==> config.mk <==
export PLATFORM = sky130hd
export DESIGN_NAME = nfe_fifo
export DESIGN_NICKNAME = d
export VERILOG_FILES = /design/src/hw/rtl/nmea_field_extractor_assert.svh /design/src/hw/rtl/nfe_pkg.sv /design/src/hw/rtl/nfe_fifo.sv
export SDC_FILE = /design/constraint.sdc
export NUM_CORES = 1
export LEC_CHECK = 0
export BUFFER_PORTS_ARGS = -buffer_cell sky130_fd_sc_hd__buf_2
export CAP_MARGIN = 20
export CORE_ASPECT_RATIO = 1.4
export CORE_MARGIN = 2
export CORE_UTILIZATION = 45
export CTS_CLUSTER_SIZE = 40
export DETAILED_ROUTE_END_ITERATION = 6
export GPL_TIMING_DRIVEN = 1
export PLACE_DENSITY = 0.65
export SLEW_MARGIN = 20
export SYNTH_ARGS = -nofsm -noshare
export SYNTH_HDL_FRONTEND = slang
export SYNTH_SLANG_ARGS = --single-unit
==> constraint.sdc <==
create_clock -name clk -period 1.5 [get_ports clk]
set_input_delay 0.3 -clock clk [delete_from_list [all_inputs] [get_ports clk]]
set_output_delay 0.3 -clock clk [all_outputs]
set_load 0.1 [all_outputs]
==> src/hw/rtl/nmea_field_extractor_assert.svh <==
// Assertion macros for the sentence parser RTL.
`ifndef NMEA_FIELD_EXTRACTOR_ASSERT_SVH
`define NMEA_FIELD_EXTRACTOR_ASSERT_SVH

// Same-cycle implication, checked outside reset.
`define NFE_ASSERT_IMP(name, ante, cons, msg) \
  name: assert property (@(posedge clk) disable iff (rst) (ante) |-> (cons)) \
    else $error(msg);

// Next-cycle implication, checked outside reset.
`define NFE_ASSERT_NEXT(name, ante, cons, msg) \
  name: assert property (@(posedge clk) disable iff (rst) (ante) |=> (cons)) \
    else $error(msg);

`endif

==> src/hw/rtl/nfe_pkg.sv <==
// Shared constants, types and helper functions of the sentence parser.
`default_nettype none
package nfe_pkg;

  localparam int COORD_MAX_CHARS       = 19;
  localparam int SPEED_MAX_CHARS       = 9;
  localparam int COURSE_MAX_CHARS      = 6;
  localparam int COORD_FRACTION_DIGITS = 5;
  localparam int RATE_FRACTION_DIGITS  = 3;

  localparam logic [31:0] POW10_TAB [10] = '{
    32'd1, 32'd10, 32'd100, 32'd1000, 32'd10000, 32'd100000,
    32'd1000000, 32'd10000000, 32'd100000000, 32'd1000000000
  };

  localparam logic [31:0] COORD_SCALE = POW10_TAB[COORD_FRACTION_DIGITS];
  localparam logic [31:0] MINS_K      = POW10_TAB[7 - COORD_FRACTION_DIGITS];
  localparam logic [31:0] DEG_SCALE   = 32'd10000000;
  localparam int FRAC_W = $clog2(COORD_SCALE);
  localparam int MINS_W = 30;
  localparam int DEG_W  = 54;
  localparam int RV_W   = 37;

  localparam logic [29:0] HI_CAP     = 30'd999999999;
  localparam logic [6:0]  LO_CAP     = 7'd99;
  localparam logic [30:0] RATE_CAP   = 31'd100000000;
  localparam logic [29:0] LAT_MAX    = 30'd999999999;
  localparam logic [30:0] LON_MAX    = 31'd1999999999;
  localparam logic [23:0] SPEED_MAX  = 24'd9999999;
  localparam logic [19:0] COURSE_MAX = 20'd999999;
  localparam logic [31:0] RECIP15    = 32'd286331154;

  localparam logic [2:0] CFG_TIME   = 3'd0;
  localparam logic [2:0] CFG_ENABLE = 3'd6;

  localparam logic [7:0] CH_COMMA = 8'h2C;
  localparam logic [7:0] CH_POINT = 8'h2E;
  localparam logic [7:0] CH_ZERO  = 8'h30;
  localparam logic [7:0] CH_NINE  = 8'h39;
  localparam logic [7:0] CH_SPACE = 8'h20;
  localparam logic [7:0] CH_PLUS  = 8'h2B;
  localparam logic [7:0] CH_TAB   = 8'h09;
  localparam logic [7:0] CH_CR    = 8'h0D;

  localparam int FIFO_DEPTH = 4;
  localparam int PTR_W      = $clog2(FIFO_DEPTH);

  typedef struct packed {
    logic [7:0] char_byte;
    logic       last;
    logic       is_digit;
    logic       is_point;
    logic       is_comma;
    logic [3:0] digit;
  } nfe_item_t;

  typedef struct packed {
    logic full;
    logic empty;
  } nfe_fifo_stat_t;

  typedef struct packed {
    logic [29:0]       hi;
    logic [6:0]        lo;
    logic [FRAC_W-1:0] frac;
    logic [2:0]        fd;
  } nfe_coord_t;

  typedef struct packed {
    logic [26:0] ip;
    logic [9:0]  frac;
    logic [1:0]  fd;
  } nfe_rate_t;

  typedef struct packed {
    logic [5:0][6:0] pairs;
    nfe_coord_t      lat;
    logic [7:0]      lat_hemi;
    nfe_coord_t      lon;
    logic [7:0]      lon_hemi;
    nfe_rate_t       speed;
    nfe_rate_t       course;
  } nfe_snap_t;

  typedef struct packed {
    logic [5:0][4:0] comma;
    logic [5:0]      enable;
  } nfe_cfg_t;

  function automatic logic is_digit(input logic [7:0] c);
    return (c >= CH_ZERO) && (c <= CH_NINE);
  endfunction

  function automatic logic [6:0] pair_value(input logic [7:0] a, input logic [7:0] b);
    logic [6:0] v;
    v = '0;
    if (is_digit(a)) begin
      if (is_digit(b)) begin
        v = 7'(a[3:0]) * 7'd10 + 7'(b[3:0]);
      end else begin
        v = 7'(a[3:0]);
      end
    end else if (a == CH_SPACE || (a >= CH_TAB && a <= CH_CR) || a == CH_PLUS) begin
      if (is_digit(b)) begin
        v = 7'(b[3:0]);
      end
    end
    return v;
  endfunction

endpackage
`default_nettype wire

==> src/hw/rtl/nfe_fifo.sv <==
// Short queue of classified items between the front and the parser.
`default_nettype none
module nfe_fifo (
  input  wire logic               clk,
  input  wire logic               rst,
  input  wire logic               push,
  input  wire nfe_pkg::nfe_item_t push_item,
  input  wire logic               pop,
  output nfe_pkg::nfe_item_t      head,
  output nfe_pkg::nfe_fifo_stat_t stat
);

  nfe_pkg::nfe_item_t mem [nfe_pkg::FIFO_DEPTH];
  logic [nfe_pkg::PTR_W-1:0] wr_ptr;
  logic [nfe_pkg::PTR_W-1:0] rd_ptr;
  logic [nfe_pkg::PTR_W:0]   count;

  assign stat.full  = (count == (nfe_pkg::PTR_W+1)'(nfe_pkg::FIFO_DEPTH));
  assign stat.empty = (count == '0);
  assign head       = mem[rd_ptr];

  always_ff @(posedge clk) begin
    if (push) begin
      mem[wr_ptr] <= push_item;
    end
  end

  always_ff @(posedge clk) begin
    if (rst) begin
      wr_ptr <= '0;
      rd_ptr <= '0;
      count  <= '0;
    end else begin
      if (push) begin
        wr_ptr <= wr_ptr + 1'b1;
      end
      if (pop) begin
        rd_ptr <= rd_ptr + 1'b1;
      end
      if (push && !pop) begin
        count <= count + 1'b1;
      end else if (pop && !push) begin
        count <= count - 1'b1;
      end
    end
  end

endmodule
`default_nettype wire

==> impl_metrics.yaml, run 1 <==
run_status:
  status: "complete, but fails checks"
  violations: "negative setup slack"
floorplan:
  core_um2: 5900
  start_util_pct: 47.0
  ios: 38
  rows: 33
  die_w_um: 70.4
  die_area_um2: 6820
  die_y_um: 96.9
power:
  ir_drop_v: 0.00128
  p_seq_share_pct: 43.6
  p_clk_share_pct: 30.2
  netSwitchingPower_w: 0.00164
  combPwrFrac_pct: 26.2
  power.leakage_nw: 1.35
  p_int_w: 0.00382
  p_sw_share_pct: 30.0
  cellPowerDensity_nw_per_um2: 1460
clock_network:
  cts_root_buf: "clkbuf_8"
  cts_buffers: 9
  cts_tree: "yes"
  cts_hold_repair.buffers: 0
  numClockSinks: 73
  clockBufferDepth: 2
  clock_latency_ps: 340
  clk_pin_slew_ps: 80
  cts_max_level: 3
finish:
  multi_input_area_um2: 633
  syn_to_final_growth_pct: 34.7
  final_cells: 268
  register_area_um2: 2110
  drive_above_1_share_pct: 52.0
  fill_cells: 427
  n_antenna_cell: 0
  layout.nets: 219
flow_run:
  cap_viol_max_count: 0
detailed_routing:
  wl_per_cell_um: 17.8
  ant_nets: 0
  vias: 1380
  top_layer_used: "met4"
  vias_per_cell: 5.15
  drt_wl_total_um: 4760
  dr_wl_met2_um: 2660
  drt_iter0_drc: 107
  drt-pass1-iter-count: 4
  drt-met1-wl_um: 1840
  post-route-drc-count: 0
  met3WireLength_um: 195
timing:
  fmax_mhz: 517
  period_needed_ps: 1940
  fin_crit_sh_pct: 129
  rsz0062_at_grt: "yes"
  skew_ps: 10.3
  relSlewSlack_pct: 71.6
  tightest_slew_ps: 426
  worst_slack_ps: -435
  report.final.slew_viol_count: 0
  setup_violations: 18
  hold_viol_final: 0
global_routing:
  grt_use_total_pct: 15.6
  grt_start_max_net_pins: 17
  antenna_found_initial: 0
  grt_overflow_total: 0
  grt_pass1_vias: 1521
  grt_pass1_wl_um: 7800
yosys:
  synth_fp_nets: 154
  synthArstFlopShare_pct: 0
  seq_area_frac_synth_pct: 75.7
  avgSynthCellArea_um2: 21.7
  synthFlopType: "edfxtp_1"
  synth.distinct_cells: 22
  ys_ff_latch: 73
  syn_area_um2: 2780
  yosys_warnings: 0
  synthCells: 128
  synth_edf_count: 64
setup_path:
  cp.depth: 3
  path_class: "flop to primary output"
  critPathSlowestCell: "mux4_2"
  crit_required_ps: 1200
  cp-end-kind: "primary output"
  cpLargestDelayFamily: "multiplexers"
  arrival_ps: 1640
  path_common_cell: "buf_12"
  critical_path_buf_inv_count: 2
  start_kind: "flop"
  reg2reg_slack_ps: 110
  crit_path_max_fanout: 8
  reg2reg_to: "count[2]"
  reg2regPathDepth: 4
  slowest_delay_ps: 530
  path_cells: "buf_12 > mux4_2 > buf_12"
  reg2reg_from: "count[0]"
place:
  place_ws_ps: -285
  place_congestion: 0.624
  dp_cells: 246
  numPortBuffers: 37
  dpl.hpwl_um: 3130
worst_hold_path:
  hold_depth: 1
  holdCritPathClass: "primary input to flop"
  min_from: "push_item[2]"
  hold_end: "mem[1][2]"
## worst max path at each step
stage | start | endpoint | slack [ps]
global placement | pop | count[2] | -180
global route | flop | head[10] | -490
detailed placement | pop | count[2] | -280
CTS | flop | head[3] | -470
floorplan | flop | head[12] | -220
finish | flop | head[3] | -440
## layer usage
| layer | global-route usage (%) | vias to the layer above |
|---|---|---|
| li1 | - | 638 |
| met1 | 18.1 | 704 |
| met2 | 26.0 | 32 |
| met3 | 4.90 | 6 |
| met4 | 7.54 | 0 |
| met5 | 0 | - |
## Yosys cell counts, types with 2 or more instances
master    count  area [um2]
and2_1        4        25.0
buf_2         2        10.0
dfxtp_1       9         180
edfxtp_1     64        1920
ha_1          5        62.6
inv_1         4        15.0
mux2i_1       2        20.0
mux4_1        6         158
mux4_2       10         225
nor2_1        7        26.3
xnor2_1       2        17.5
xor2_1        3        26.3
## placed cells by master (no fill, tap or decap), types with 4 or more instances in the layout
master / count
mux4_2: 16
buf_12: 18
ha_1: 4
buf_4: 15
buf_2: 19
edfxtp_1: 64
buf_8: 4
nor2_1: 7
clkbuf_8: 9
dfxtp_1: 5
## logic make-up after synthesis
kind of cell,after synthesis,share of synthesized area [%]
XOR/XNOR,5,1.58
buffers and inverters,9,2.16
multiplexers,18,14.5
adder cells (fa/ha/maj),6,2.98
AND/OR/NAND/NOR,15,2.66
AO/OA/AOI/OAI,2,0.360
flip-flops,73,75.7
## area by class of cell
type / count / area share (%)
well taps: 70 / 2.34
clock buffers: 9 / 3.31
repair buffers: 59 / 17.7
inverters: 4 / 0.736
multi-input cells: 46 / 16.9
flip-flops and latches: 73 / 56.4
clock inverters: 7 / 2.54
## metrics by stage
stage               hold slack (ps)  power, W  utilization [%]  TNS (ps)  instance area [um2]
detailed placement              514   0.00377             58.1     -4970                 3430
global route                    145   0.00565             63.3     -7700                 3740
global placement                500   0.00373             58.1     -4200                 3430
finish                          164   0.00545             63.3     -6770                 3740
floorplan                       399   0.00330                -     -2570                 2820
CTS                             149   0.00549             63.0     -7240                 3720
## state kept, by name, indices dropped and copies added (netlist names), named ones only
signal	flops
wr_ptr	2
mem	64
rd_ptr	2
count	3
## power by group through the flow
stage / Sequential (W) / Combinational (W) / Clock (W)
2_1_floorplan: 0.00241 / 0.000885 / 0
3_3_place_gp: 0.00241 / 0.00132 / 0
3_5_place_dp: 0.00242 / 0.00135 / 0
4_1_cts: 0.00238 / 0.00142 / 0.00169
5_1_grt: 0.00239 / 0.00148 / 0.00178
6_report: 0.00238 / 0.00143 / 0.00165
## repair_timing
action	in CTS	in global routing
resized for setup	22	5
pin swaps	2	1
setup endpoints to repair	34	19
buffers inserted	4	2
gates cloned	0	0
hold endpoints to repair	0	0
Power figures use the tool's default switching activity.
==> run 2, diff against run 1 <==
CORE_UTILIZATION = 40   (was 45)
PLACE_DENSITY = 0.59   (was 0.65)
==> run 2 against run 1 <==
Net effect: the flow still finishes with violations (negative setup slack); via count shrank 3.2%; setup slack gained 60 ps; sequential cell count is the same; count of clock-buffer cells in the layout grew 1; sequential power is essentially flat; power shrank 6.2%; sequential share of layout area grew 2.4 points; maximum frequency grew 3.2%; design area shrank 4.0%; register-to-register slack lost 40 ps; critical path type unchanged; critical endpoint is now head[12].
==> impl_metrics.yaml, run 2 (synthesized netlist as in run 1, its figures left out) <==
timing:
  timing.hold.ws_ps: 178
  worst_slack_ps: -375
  setup_violations: 17
  period_needed_ps: 1880
  tightest_slew_ps: 258
  skew_ps: 5.89
  tns_ps: -5670
  fin_crit_sh_pct: 125
  report.final.slew_viol_count: 0
  hold_viol_final: 0
  relSlewSlack_pct: 82.8
  fmax_mhz: 533
  rsz0062_at_grt: "yes"
clock_network:
  cts_max_level: 3
  cts_root_buf: "clkbuf_8"
  clk_pin_slew_ps: 70
  cts_buffers: 9
  cts_tree: "yes"
  numClockSinks: 73
  clockBufferDepth: 2
  clock_latency_ps: 330
  cts_hold_repair.buffers: 0
finish:
  top_regs: "mem (64), count (3)"
  largest_reg_flops: 64
  final_cell_mix: "64 x edfxtp_1, 19 x buf_2, 16 x mux4_2"
  syn_to_final_growth_pct: 29.3
  mostFrequentLayoutCell: "edfxtp_1"
  drive_above_1_share_pct: 48.7
  n_antenna_cell: 0
  regMostFlops: "mem"
  final_core_util_pct: 53.9
  layout.nets: 212
power:
  power_w: 0.00512
  cellPowerDensity_nw_per_um2: 1430
  ir_drop_v: 0.000745
  power.leakage_nw: 1.26
flow_run:
  cap_viol_max_count: 0
run_status:
  status: "complete, but fails checks"
  violations: "negative setup slack"
setup_path:
  path_class: "flop to primary output"
  slowest_delay_ps: 540
  arrival_ps: 1580
  critPathSlowestCell: "mux4_2"
  path_common_cell: "buf_12"
  crit_path_max_fanout: 8
  path_cells: "buf_12 > mux4_2 > buf_12"
  reg2regPathDepth: 4
  cp-end-kind: "primary output"
  start_kind: "flop"
  crit_required_ps: 1200
place:
  numPortBuffers: 37
  place_congestion: 0.676
  dpl.hpwl_um: 3140
detailed_routing:
  ant_nets: 0
  drt-pass1-iter-count: 4
  vias: 1336
  drt_wl_total_um: 4630
  vias_per_cell: 4.72
  drt_iter0_drc: 53
  wl_per_cell_um: 16.4
  post-route-drc-count: 0
floorplan:
  core_um2: 6660
  die_w_um: 74.4
  start_util_pct: 41.7
  die_y_um: 103
  ios: 38
  die_area_um2: 7630
  rows: 35
global_routing:
  grt_overflow_total: 0
  grt_start_max_net_pins: 17
  grt_use_total_pct: 13.9
  grt_pass1_wl_um: 7380
  antenna_found_initial: 0
  grt_pass1_vias: 1503
worst_hold_path:
  hold_depth: 1
  holdCritPathClass: "primary input to flop"
==> run 2: cell types whose count changed in the layout (fill, tap and decap cells not counted), sizes merged <==
cell,before,now
clkinv,4,3
bufinv,2,1
buf,59,52
clkinvlp,1,2
clkbuf,9,10
==> run 2: final cells by class <==
class	count	area [um2]
fill	548	3070
inverter	4	27.5
clock buffer	10	128
multi-input combinational	46	632
sequential	73	2110
clock inverter	6	58.8
tap	92	115
timing repair buffer	52	517
==> run 2: final timing paths <==
kind | start | to | slack (ps)
setup / recovery | flop | head[12] | -380
hold / removal | push_item[0] | mem[0][0] | 180
setup reg to reg | count[0] | count[2] | 70
hold reg to reg | rd_ptr[0] | flop | 530
==> run 2: stage by stage <==
stage | cell area, um2 | setup slack, ps | std cells
6_report | 3590 | -375 | 283
5_1_grt | 3590 | -429 | 283
4_1_cts | 3580 | -409 | 283
3_5_place_dp | 3250 | -290 | 266
3_3_place_gp | 3250 | -183 | 266
2_1_floorplan | 2820 | -223 | 128
==> run 2: worst max-delay path, delay by kind of cell, from the launching register on <==
kind / cells / cell delay (ps)
multiplexers: 1 / 540
flip-flops: 1 / 370
buffers and inverters: 2 / 330
==> run 2: metal layers <==
layer	vias to the layer above	part of all wire [%]	global-route usage [%]
met5	-	0	0
met4	0	2.7	7.69
met3	9	4.0	3.91
met2	28	56	24.9
met1	679	37	14.1
li1	620	-	-
==> run 2: what timing repair did <==
action	in CTS	in global routing
setup endpoints to repair	18	19
gates resized for setup	52	3
buffers inserted	1	0
hold endpoints to repair	0	0
pin swaps	2	4
==> run 2: power breakdown <==
| group | switching (W) | internal (W) |
|---|---|---|
| Clock | 0.000672 | 0.000756 |
| Combinational | 0.000852 | 0.000460 |
| Sequential | 0.0000484 | 0.00233 |
| Total | 0.00157 | 0.00354 |
