--- config.mk ---
export PLATFORM = sky130hd
export DESIGN_NAME = nfe_back
export DESIGN_NICKNAME = d
export VERILOG_FILES = /design/src/hw/rtl/nmea_field_extractor_assert.svh /design/src/hw/rtl/nfe_pkg.sv /design/src/hw/rtl/nfe_back.sv
export SDC_FILE = /design/constraint.sdc
export NUM_CORES = 2
export LEC_CHECK = 0
export ABC_AREA = 1
export BUFFER_PORTS_ARGS = -buffer_cell sky130_fd_sc_hd__buf_2
export CAP_MARGIN = 10
export CORE_MARGIN = 10
export CORE_UTILIZATION = 49
export DETAILED_ROUTE_END_ITERATION = 7
export PLACE_DENSITY = 0.77
export SYNTH_ARGS = -nofsm -noshare
export SYNTH_HDL_FRONTEND = slang
export SYNTH_SLANG_ARGS = --single-unit
--- constraint.sdc ---
create_clock -name clk -period 6.51 [get_ports clk]
set_input_delay 0.9765 -clock clk [delete_from_list [all_inputs] [get_ports clk]]
set_output_delay 0.9765 -clock clk [all_outputs]
set_load 0.05 [all_outputs]
--- src/hw/rtl/nmea_field_extractor_assert.svh ---
// Assertion macros for the sentence parser RTL.
`ifndef NMEA_FIELD_EXTRACTOR_ASSERT_SVH
`define NMEA_FIELD_EXTRACTOR_ASSERT_SVH

// Same-cycle implication, checked outside reset.
`define NFE_ASSERT_IMP(name, ante, cons, msg) \
  name: assert property (@(posedge clk) disable iff (rst) (ante) |-> (cons)) \
    else $error(msg);

// Next-cycle implication, checked outside reset.
`define NFE_ASSERT_NEXT(name, ante, cons, msg) \
  name: assert property (@(posedge clk) disable iff (rst) (ante) |=> (cons)) \
    else $error(msg);

`endif

--- src/hw/rtl/nfe_pkg.sv ---
// Shared constants, types and helper functions of the sentence parser.
`default_nettype none
package nfe_pkg;

  localparam int COORD_MAX_CHARS       = 19;
  localparam int SPEED_MAX_CHARS       = 9;
  localparam int COURSE_MAX_CHARS      = 6;
  localparam int COORD_FRACTION_DIGITS = 5;
  localparam int RATE_FRACTION_DIGITS  = 3;

  localparam logic [31:0] POW10_TAB [10] = '{
    32'd1, 32'd10, 32'd100, 32'd1000, 32'd10000, 32'd100000,
    32'd1000000, 32'd10000000, 32'd100000000, 32'd1000000000
  };

  localparam logic [31:0] COORD_SCALE = POW10_TAB[COORD_FRACTION_DIGITS];
  localparam logic [31:0] MINS_K      = POW10_TAB[7 - COORD_FRACTION_DIGITS];
  localparam logic [31:0] DEG_SCALE   = 32'd10000000;
  localparam int FRAC_W = $clog2(COORD_SCALE);
  localparam int MINS_W = 30;
  localparam int DEG_W  = 54;
  localparam int RV_W   = 37;

  localparam logic [29:0] HI_CAP     = 30'd999999999;
  localparam logic [6:0]  LO_CAP     = 7'd99;
  localparam logic [30:0] RATE_CAP   = 31'd100000000;
  localparam logic [29:0] LAT_MAX    = 30'd999999999;
  localparam logic [30:0] LON_MAX    = 31'd1999999999;
  localparam logic [23:0] SPEED_MAX  = 24'd9999999;
  localparam logic [19:0] COURSE_MAX = 20'd999999;
  localparam logic [31:0] RECIP15    = 32'd286331154;

  localparam logic [2:0] CFG_TIME   = 3'd0;
  localparam logic [2:0] CFG_ENABLE = 3'd6;

  localparam logic [7:0] CH_COMMA = 8'h2C;
  localparam logic [7:0] CH_POINT = 8'h2E;
  localparam logic [7:0] CH_ZERO  = 8'h30;
  localparam logic [7:0] CH_NINE  = 8'h39;
  localparam logic [7:0] CH_SPACE = 8'h20;
  localparam logic [7:0] CH_PLUS  = 8'h2B;
  localparam logic [7:0] CH_TAB   = 8'h09;
  localparam logic [7:0] CH_CR    = 8'h0D;

  localparam int FIFO_DEPTH = 4;
  localparam int PTR_W      = $clog2(FIFO_DEPTH);

  typedef struct packed {
    logic [7:0] char_byte;
    logic       last;
    logic       is_digit;
    logic       is_point;
    logic       is_comma;
    logic [3:0] digit;
  } nfe_item_t;

  typedef struct packed {
    logic full;
    logic empty;
  } nfe_fifo_stat_t;

  typedef struct packed {
    logic [29:0]       hi;
    logic [6:0]        lo;
    logic [FRAC_W-1:0] frac;
    logic [2:0]        fd;
  } nfe_coord_t;

  typedef struct packed {
    logic [26:0] ip;
    logic [9:0]  frac;
    logic [1:0]  fd;
  } nfe_rate_t;

  typedef struct packed {
    logic [5:0][6:0] pairs;
    nfe_coord_t      lat;
    logic [7:0]      lat_hemi;
    nfe_coord_t      lon;
    logic [7:0]      lon_hemi;
    nfe_rate_t       speed;
    nfe_rate_t       course;
  } nfe_snap_t;

  typedef struct packed {
    logic [5:0][4:0] comma;
    logic [5:0]      enable;
  } nfe_cfg_t;

  function automatic logic is_digit(input logic [7:0] c);
    return (c >= CH_ZERO) && (c <= CH_NINE);
  endfunction

  function automatic logic [6:0] pair_value(input logic [7:0] a, input logic [7:0] b);
    logic [6:0] v;
    v = '0;
    if (is_digit(a)) begin
      if (is_digit(b)) begin
        v = 7'(a[3:0]) * 7'd10 + 7'(b[3:0]);
      end else begin
        v = 7'(a[3:0]);
      end
    end else if (a == CH_SPACE || (a >= CH_TAB && a <= CH_CR) || a == CH_PLUS) begin
      if (is_digit(b)) begin
        v = 7'(b[3:0]);
      end
    end
    return v;
  endfunction

endpackage
`default_nettype wire

--- src/hw/rtl/nfe_back.sv ---
// Parser: comma counting, field accumulation, held values and the sentence snapshot.
`default_nettype none
module nfe_back (
  input  wire logic               clk,
  input  wire logic               rst,
  input  wire logic               cfg_valid,
  input  wire logic [2:0]         cfg_index,
  input  wire logic [5:0]         cfg_data,
  input  wire nfe_pkg::nfe_item_t head,
  input  wire logic               head_valid,
  input  wire logic               adv,
  output logic                    pop,
  output logic                    snap_valid,
  output nfe_pkg::nfe_snap_t      snap
);

  nfe_pkg::nfe_cfg_t cfg;

  logic [5:0]          comma_count, comma_count_next;
  logic [1:0][2:0]     td_cnt, td_cnt_next;
  logic [1:0][4:0][7:0] td_buf, td_buf_next;
  logic [5:0][6:0]     held_pairs, held_pairs_next;
  nfe_pkg::nfe_coord_t held_coord [2];
  nfe_pkg::nfe_coord_t held_coord_next [2];
  logic [1:0][7:0]     held_hemi, held_hemi_next;
  nfe_pkg::nfe_rate_t  held_rate [2];
  nfe_pkg::nfe_rate_t  held_rate_next [2];

  nfe_pkg::nfe_coord_t co_acc [2];
  nfe_pkg::nfe_coord_t co_acc_next [2];
  logic [1:0][4:0]     co_pos, co_pos_next;
  logic [1:0]          co_point, co_point_next, co_stop, co_stop_next;
  logic [1:0]          co_hemi, co_hemi_next;
  nfe_pkg::nfe_rate_t  rt_acc [2];
  nfe_pkg::nfe_rate_t  rt_acc_next [2];
  logic [1:0][4:0]     rt_pos, rt_pos_next;
  logic [1:0]          rt_point, rt_point_next, rt_stop, rt_stop_next;

  assign pop = adv && head_valid;

  always_ff @(posedge clk) begin
    if (rst) begin
      cfg.comma  <= {5'd3, 5'd7, 5'd5, 5'd3, 5'd9, 5'd1};
      cfg.enable <= 6'd31;
    end else if (cfg_valid) begin
      if (cfg_index == nfe_pkg::CFG_ENABLE) begin
        cfg.enable <= cfg_data;
      end else if (cfg_index < nfe_pkg::CFG_ENABLE) begin
        cfg.comma[cfg_index - nfe_pkg::CFG_TIME] <= cfg_data[4:0];
      end
    end
  end

  always_comb begin
    logic [7:0]  c;
    logic [5:0]  k;
    logic [9:0]  t10;
    logic [3:0]  carry;
    logic [33:0] hi10;
    logic [30:0] ip10;
    comma_count_next = comma_count;
    td_cnt_next      = td_cnt;
    td_buf_next      = td_buf;
    held_pairs_next  = held_pairs;
    held_hemi_next   = held_hemi;
    co_pos_next      = co_pos;
    co_point_next    = co_point;
    co_stop_next     = co_stop;
    co_hemi_next     = co_hemi;
    rt_pos_next      = rt_pos;
    rt_point_next    = rt_point;
    rt_stop_next     = rt_stop;
    for (int q = 0; q < 2; q++) begin
      held_coord_next[q] = held_coord[q];
      held_rate_next[q]  = held_rate[q];
      co_acc_next[q]     = co_acc[q];
      rt_acc_next[q]     = rt_acc[q];
    end
    c     = head.char_byte;
    k     = '0;
    t10   = '0;
    carry = '0;
    hi10  = '0;
    ip10  = '0;
    if (pop) begin
      for (int t = 0; t < 2; t++) begin
        if (comma_count >= {1'b0, cfg.comma[t]} && td_cnt[t] < 3'd6) begin
          if (td_cnt[t] < 3'd5) begin
            td_buf_next[t][td_cnt[t]] = c;
          end
          td_cnt_next[t] = td_cnt[t] + 3'd1;
          if (td_cnt[t] == 3'd5 && cfg.enable[t]) begin
            held_pairs_next[3*t]   = nfe_pkg::pair_value(td_buf[t][0], td_buf[t][1]);
            held_pairs_next[3*t+1] = nfe_pkg::pair_value(td_buf[t][2], td_buf[t][3]);
            held_pairs_next[3*t+2] = nfe_pkg::pair_value(td_buf[t][4], c);
          end
        end
      end

      for (int q = 0; q < 2; q++) begin
        k = {1'b0, cfg.comma[2+q]};
        if (co_hemi[q]) begin
          co_hemi_next[q] = 1'b0;
          if (cfg.enable[2+q]) begin
            held_coord_next[q] = co_acc[q];
            held_hemi_next[q]  = c;
          end
        end
        if (comma_count == k) begin
          if (head.is_comma) begin
            if (head.last) begin
              if (cfg.enable[2+q]) begin
                held_coord_next[q] = co_acc[q];
                held_hemi_next[q]  = '0;
              end
            end else begin
              co_hemi_next[q] = 1'b1;
            end
          end else begin
            if (co_pos[q] < 5'(nfe_pkg::COORD_MAX_CHARS) && !co_stop[q]) begin
              if (head.is_digit) begin
                if (!co_point[q]) begin
                  t10   = 10'(co_acc[q].lo) * 10'd10 + 10'(head.digit);
                  carry = '0;
                  for (int i = 1; i < 10; i++) begin
                    if (t10 >= 10'(i * 100)) begin
                      carry = 4'(i);
                    end
                  end
                  hi10 = 34'(co_acc[q].hi) * 34'd10 + 34'(carry);
                  if (hi10 > 34'(nfe_pkg::HI_CAP)) begin
                    co_acc_next[q].hi = nfe_pkg::HI_CAP;
                    co_acc_next[q].lo = nfe_pkg::LO_CAP;
                  end else begin
                    co_acc_next[q].hi = hi10[29:0];
                    co_acc_next[q].lo = 7'(t10 - 10'(carry) * 10'd100);
                  end
                end else if (co_acc[q].fd < 3'(nfe_pkg::COORD_FRACTION_DIGITS)) begin
                  co_acc_next[q].frac = nfe_pkg::FRAC_W'(
                    co_acc[q].frac * nfe_pkg::FRAC_W'(10) + nfe_pkg::FRAC_W'(head.digit));
                  co_acc_next[q].fd = co_acc[q].fd + 3'd1;
                end
              end else if (head.is_point && !co_point[q]) begin
                co_point_next[q] = 1'b1;
              end else begin
                co_stop_next[q] = 1'b1;
              end
            end
            if (co_pos[q] != 5'd31) begin
              co_pos_next[q] = co_pos[q] + 5'd1;
            end
          end
        end
      end

      for (int r = 0; r < 2; r++) begin
        k = {1'b0, cfg.comma[4+r]};
        if (comma_count == k) begin
          if (head.is_comma) begin
            if (rt_pos[r] != '0 && cfg.enable[4+r]) begin
              held_rate_next[r] = rt_acc[r];
            end
          end else begin
            if (rt_pos[r] < 5'((r == 0) ? nfe_pkg::SPEED_MAX_CHARS : nfe_pkg::COURSE_MAX_CHARS)
                && !rt_stop[r]) begin
              if (head.is_digit) begin
                if (!rt_point[r]) begin
                  ip10 = 31'(rt_acc[r].ip) * 31'd10 + 31'(head.digit);
                  if (ip10 > nfe_pkg::RATE_CAP) begin
                    rt_acc_next[r].ip = 27'(nfe_pkg::RATE_CAP);
                  end else begin
                    rt_acc_next[r].ip = ip10[26:0];
                  end
                end else if (rt_acc[r].fd < 2'(nfe_pkg::RATE_FRACTION_DIGITS)) begin
                  rt_acc_next[r].frac = rt_acc[r].frac * 10'd10 + 10'(head.digit);
                  rt_acc_next[r].fd   = rt_acc[r].fd + 2'd1;
                end
              end else if (head.is_point && !rt_point[r]) begin
                rt_point_next[r] = 1'b1;
              end else begin
                rt_stop_next[r] = 1'b1;
              end
            end
            if (rt_pos[r] != 5'd31) begin
              rt_pos_next[r] = rt_pos[r] + 5'd1;
            end
            if (r == 1 && head.last && cfg.enable[5]) begin
              held_rate_next[r] = rt_acc_next[r];
            end
          end
        end
      end

      if (head.is_comma && comma_count != 6'd63) begin
        comma_count_next = comma_count + 6'd1;
      end

      if (head.last) begin
        comma_count_next = '0;
        td_cnt_next      = '0;
        co_pos_next      = '0;
        co_point_next    = '0;
        co_stop_next     = '0;
        co_hemi_next     = '0;
        rt_pos_next      = '0;
        rt_point_next    = '0;
        rt_stop_next     = '0;
        for (int q = 0; q < 2; q++) begin
          co_acc_next[q] = '0;
          rt_acc_next[q] = '0;
        end
      end
    end
  end

  always_ff @(posedge clk) begin
    td_buf <= td_buf_next;
    if (rst) begin
      comma_count <= '0;
      td_cnt      <= '0;
      held_pairs  <= '0;
      held_hemi   <= '0;
      co_pos      <= '0;
      co_point    <= '0;
      co_stop     <= '0;
      co_hemi     <= '0;
      rt_pos      <= '0;
      rt_point    <= '0;
      rt_stop     <= '0;
      for (int q = 0; q < 2; q++) begin
        held_coord[q] <= '0;
        held_rate[q]  <= '0;
        co_acc[q]     <= '0;
        rt_acc[q]     <= '0;
      end
    end else begin
      comma_count <= comma_count_next;
      td_cnt      <= td_cnt_next;
      held_pairs  <= held_pairs_next;
      held_hemi   <= held_hemi_next;
      co_pos      <= co_pos_next;
      co_point    <= co_point_next;
      co_stop     <= co_stop_next;
      co_hemi     <= co_hemi_next;
      rt_pos      <= rt_pos_next;
      rt_point    <= rt_point_next;
      rt_stop     <= rt_stop_next;
      for (int q = 0; q < 2; q++) begin
        held_coord[q] <= held_coord_next[q];
        held_rate[q]  <= held_rate_next[q];
        co_acc[q]     <= co_acc_next[q];
        rt_acc[q]     <= rt_acc_next[q];
      end
    end
  end

  always_ff @(posedge clk) begin
    if (rst) begin
      snap_valid <= 1'b0;
    end else if (adv) begin
      snap_valid <= pop && head.last;
    end
  end

  always_ff @(posedge clk) begin
    if (adv) begin
      snap.pairs    <= held_pairs_next;
      snap.lat      <= held_coord_next[0];
      snap.lat_hemi <= held_hemi_next[0];
      snap.lon      <= held_coord_next[1];
      snap.lon_hemi <= held_hemi_next[1];
      snap.speed    <= held_rate_next[0];
      snap.course   <= held_rate_next[1];
    end
  end

endmodule
`default_nettype wire

==> impl_metrics.toml <==
[cells_and_area]
ff_latch_area_sq_um = 20300
syn_to_final_growth_pct = 11.5
fillCellCount = 10200
drive_above_1_share = 0.0970
instances_no_fill = 9228
nets = 8138
utilization = 0.553
multi_input_area_sq_um = 28900
fin_area_sq_um = 60400

[sta]
slew_viol_final = 0
relSlewSlack = 0.239
fin_tns_setup_ns = 0
hold_viol = 0
fin_skew_ns = 0.0434
min_period_over_period = 0.934
min_period_ns = 6.08
setup_ws_ns = 0.432
fmax_mhz = 165
holdWs_ns = 0.456
finalSetupViolations = 0
tightest_slew_ns = 1.13

[detailed_routing]
vias_per_cell = 5.32
drt_iter0_markers = 3978
ant_nets = 0
drtPass1Iterations = 8
post_drt_wl_per_cell_microns = 16.5
drc_errors = 0
via_count = 49100
wirelength_microns = 152000

[logic_synthesis]
ys_types = 81
synthCells = 7419
yosys.cell_count.top_type = "nand2_1"
synth_common_cells = "1897 x nand2_1, 1089 x inv_1, 755 x nor2_1"
ys_seq_elements = 851
syn_area_per_cell_sq_um = 7.30
yosys.area.top_type_share = 0.193
synth_nets = 7891
synth-edff-count = 330
async_flop_share = 0
netlist_top_cells_area = "dfxtp_1 19%, edfxtp_1 18%, nand2_1 13%"
ys_warn_count = 0
yosysTopAreaCell = "dfxtp_1"
ys_seq_area_frac = 0.376
syn_area_sq_um = 54200
synth_flop_cell = "dfxtp_1"

[power]
ir_worst_vdd_mv = 0.203
p_clk_frac = 0.457
leakagePower_nw = 28.6
finalPower_mw = 11.7
pwr-share-comb = 0.062
powerDensity_nw_per_um2 = 194
intPower_mw = 8.82
seqPwrFrac = 0.481
swShare = 0.247
power_switching_mw = 2.89

[die]
die_area_sq_um = 124000
num_io_pins = 282
core_area_sq_um = 109000
start_util = 0.496
die_y_microns = 352
die-width_microns = 352
row_count = 121

[critical_path]
max_stage_delay_ns = 0.39
critPathMaxFanout = 26
r2r-start = "co_acc[0][78]"
path_common_cell = "nand2_1"
worstSetupPathType = "flip-flop to flip-flop"
arrival_ns = 6.59
startpoint = "co_acc[0][78]"
slowest_stage = "fa_2"
worstPathRequired_ns = 7.02
end_kind = "flip-flop"
cp-start-kind = "flip-flop"

[global_routing]
use_met3 = 0.0340
grt-busiest-layer = "met2"
use_met2 = 0.395
grt_pass1_wl_microns = 243000
grt_max_degree = 191
use_met1 = 0.307
grt.overflow.total = 0
grt_pass1_vias = 46100
antenna_found_initial = 14
grt_usage = 0.234

[place]
place_area_sq_um = 57000
gp_congestion = 0.951
post-place-ws_ns = -0.187
io_buffers = 281
dp_hpwl_microns = 114000
placed_cells = 9043

[clock_network]
path_clk_slew_ns = 0.06
clockRootBuffer = "clkbuf_16"
cts_tree = "yes"
cts_buffer_depth = 3
clock_sinks = 851
clkLatencyLatePin_ns = 0.70
cts_buffers = 91
htree_levels = 3

[worst_hold_path]
hp-class = "flip-flop to flip-flop"
min_from = "co_stop[0]"

[outcome]
outcome = "completed"

[run]
cap_violations = 0
[critical path: cells and delay by family, from the launching register on]
| family | cells | cell delay (ns) |
|---|---|---|
| buffers and inverters | 7 | 0.69 |
| AOI/OAI and AO/OA | 5 | 0.72 |
| DFF | 1 | 0.35 |
| adders and majority gates | 5 | 1.35 |
| and+or+nand+nor | 21 | 2.36 |
| xor gates and xnor gates | 2 | 0.44 |
[cells in the final DEF (no fill, tap or decap), types with 32 or more instances in the layout]
cell and n:
a211oi_1 45, a21oi_1 533, buf_2 279, buf_4 71
clkbuf_16 92, dfxtp_1 517, edfxtp_1 330, fa_1 32
ha_1 404, inv_1 1084, nand2_1 1893, nand2_2 40
nand3_1 398, nand4_1 125, nor2_1 746, nor2_2 36
nor3_1 72, o21ai_0 367, or2_2 37, xnor2_1 53
xor2_1 112
[flip-flops by register name (all words and copies together), names as in the netlist, 6 cells and up]
signal	flops
held_hemi	16
snap	250
td_cnt	6
co_pos	10
held_coord	114
held_pairs	42
cfg	36
td_buf	80
co_acc	114
comma_count	6
rt_pos	10
rt_acc	78
held_rate	78
[layer usage]
layer,vias up,part of all wire
met5,-,0.00013
li1,24600,-
met4,4,0.027
met1,22800,0.44
met3,262,0.065
met2,1459,0.47
[final cells by class]
class	count	share of cell area
inverter	1117	0.0694
clock inverter	55	0.0109
tap	1476	0.0306
multi-input combinational	5249	0.478
clock buffer	117	0.0407
antenna	7	0.000290
timing repair buffer	356	0.0336
sequential	851	0.337
[final timing paths]
| kind | cells after the start | slack [ns] | end |
|---|---|---|---|
| setup / recovery | 40 | 0.43 | co_acc[0][82] |
| setup reg to reg | 40 | 0.43 | co_acc[0][82] |
| hold reg to reg | 2 | 0.46 | co_stop[0] |
| hold / removal | 2 | 0.46 | co_stop[0] |
[power groups by stage]
stage	combinational (mW)	clock [mW]	sequential (mW)
after floorplan	0.287	0	5.94
after global placement	0.712	0	5.75
after detailed placement	0.720	0	5.75
after CTS	0.723	5.45	5.63
after global routing	0.785	5.66	5.64
final	0.726	5.35	5.63
[timing repair]
action,CTS,global route
hold buffers,0,0
gates resized for setup,0,47
endpoints found under the setup margin,0,74
setup buffers,0,6
[kinds of logic (layout without fill, tap and decap cells)]
group | after synthesis | in the layout | synth area share
other | 0 | 7 | 0
XOR/XNOR | 181 | 181 | 0.0302
flip-flops | 851 | 851 | 0.376
AO/OA/AOI/OAI | 1132 | 1132 | 0.115
AND/OR/NAND/NOR | 3494 | 3494 | 0.277
adder cells (fa/ha/maj) | 442 | 442 | 0.107
buffers and inverters | 1319 | 1645 | 0.0958
Note: power is estimated with default switching activity, not from simulation.
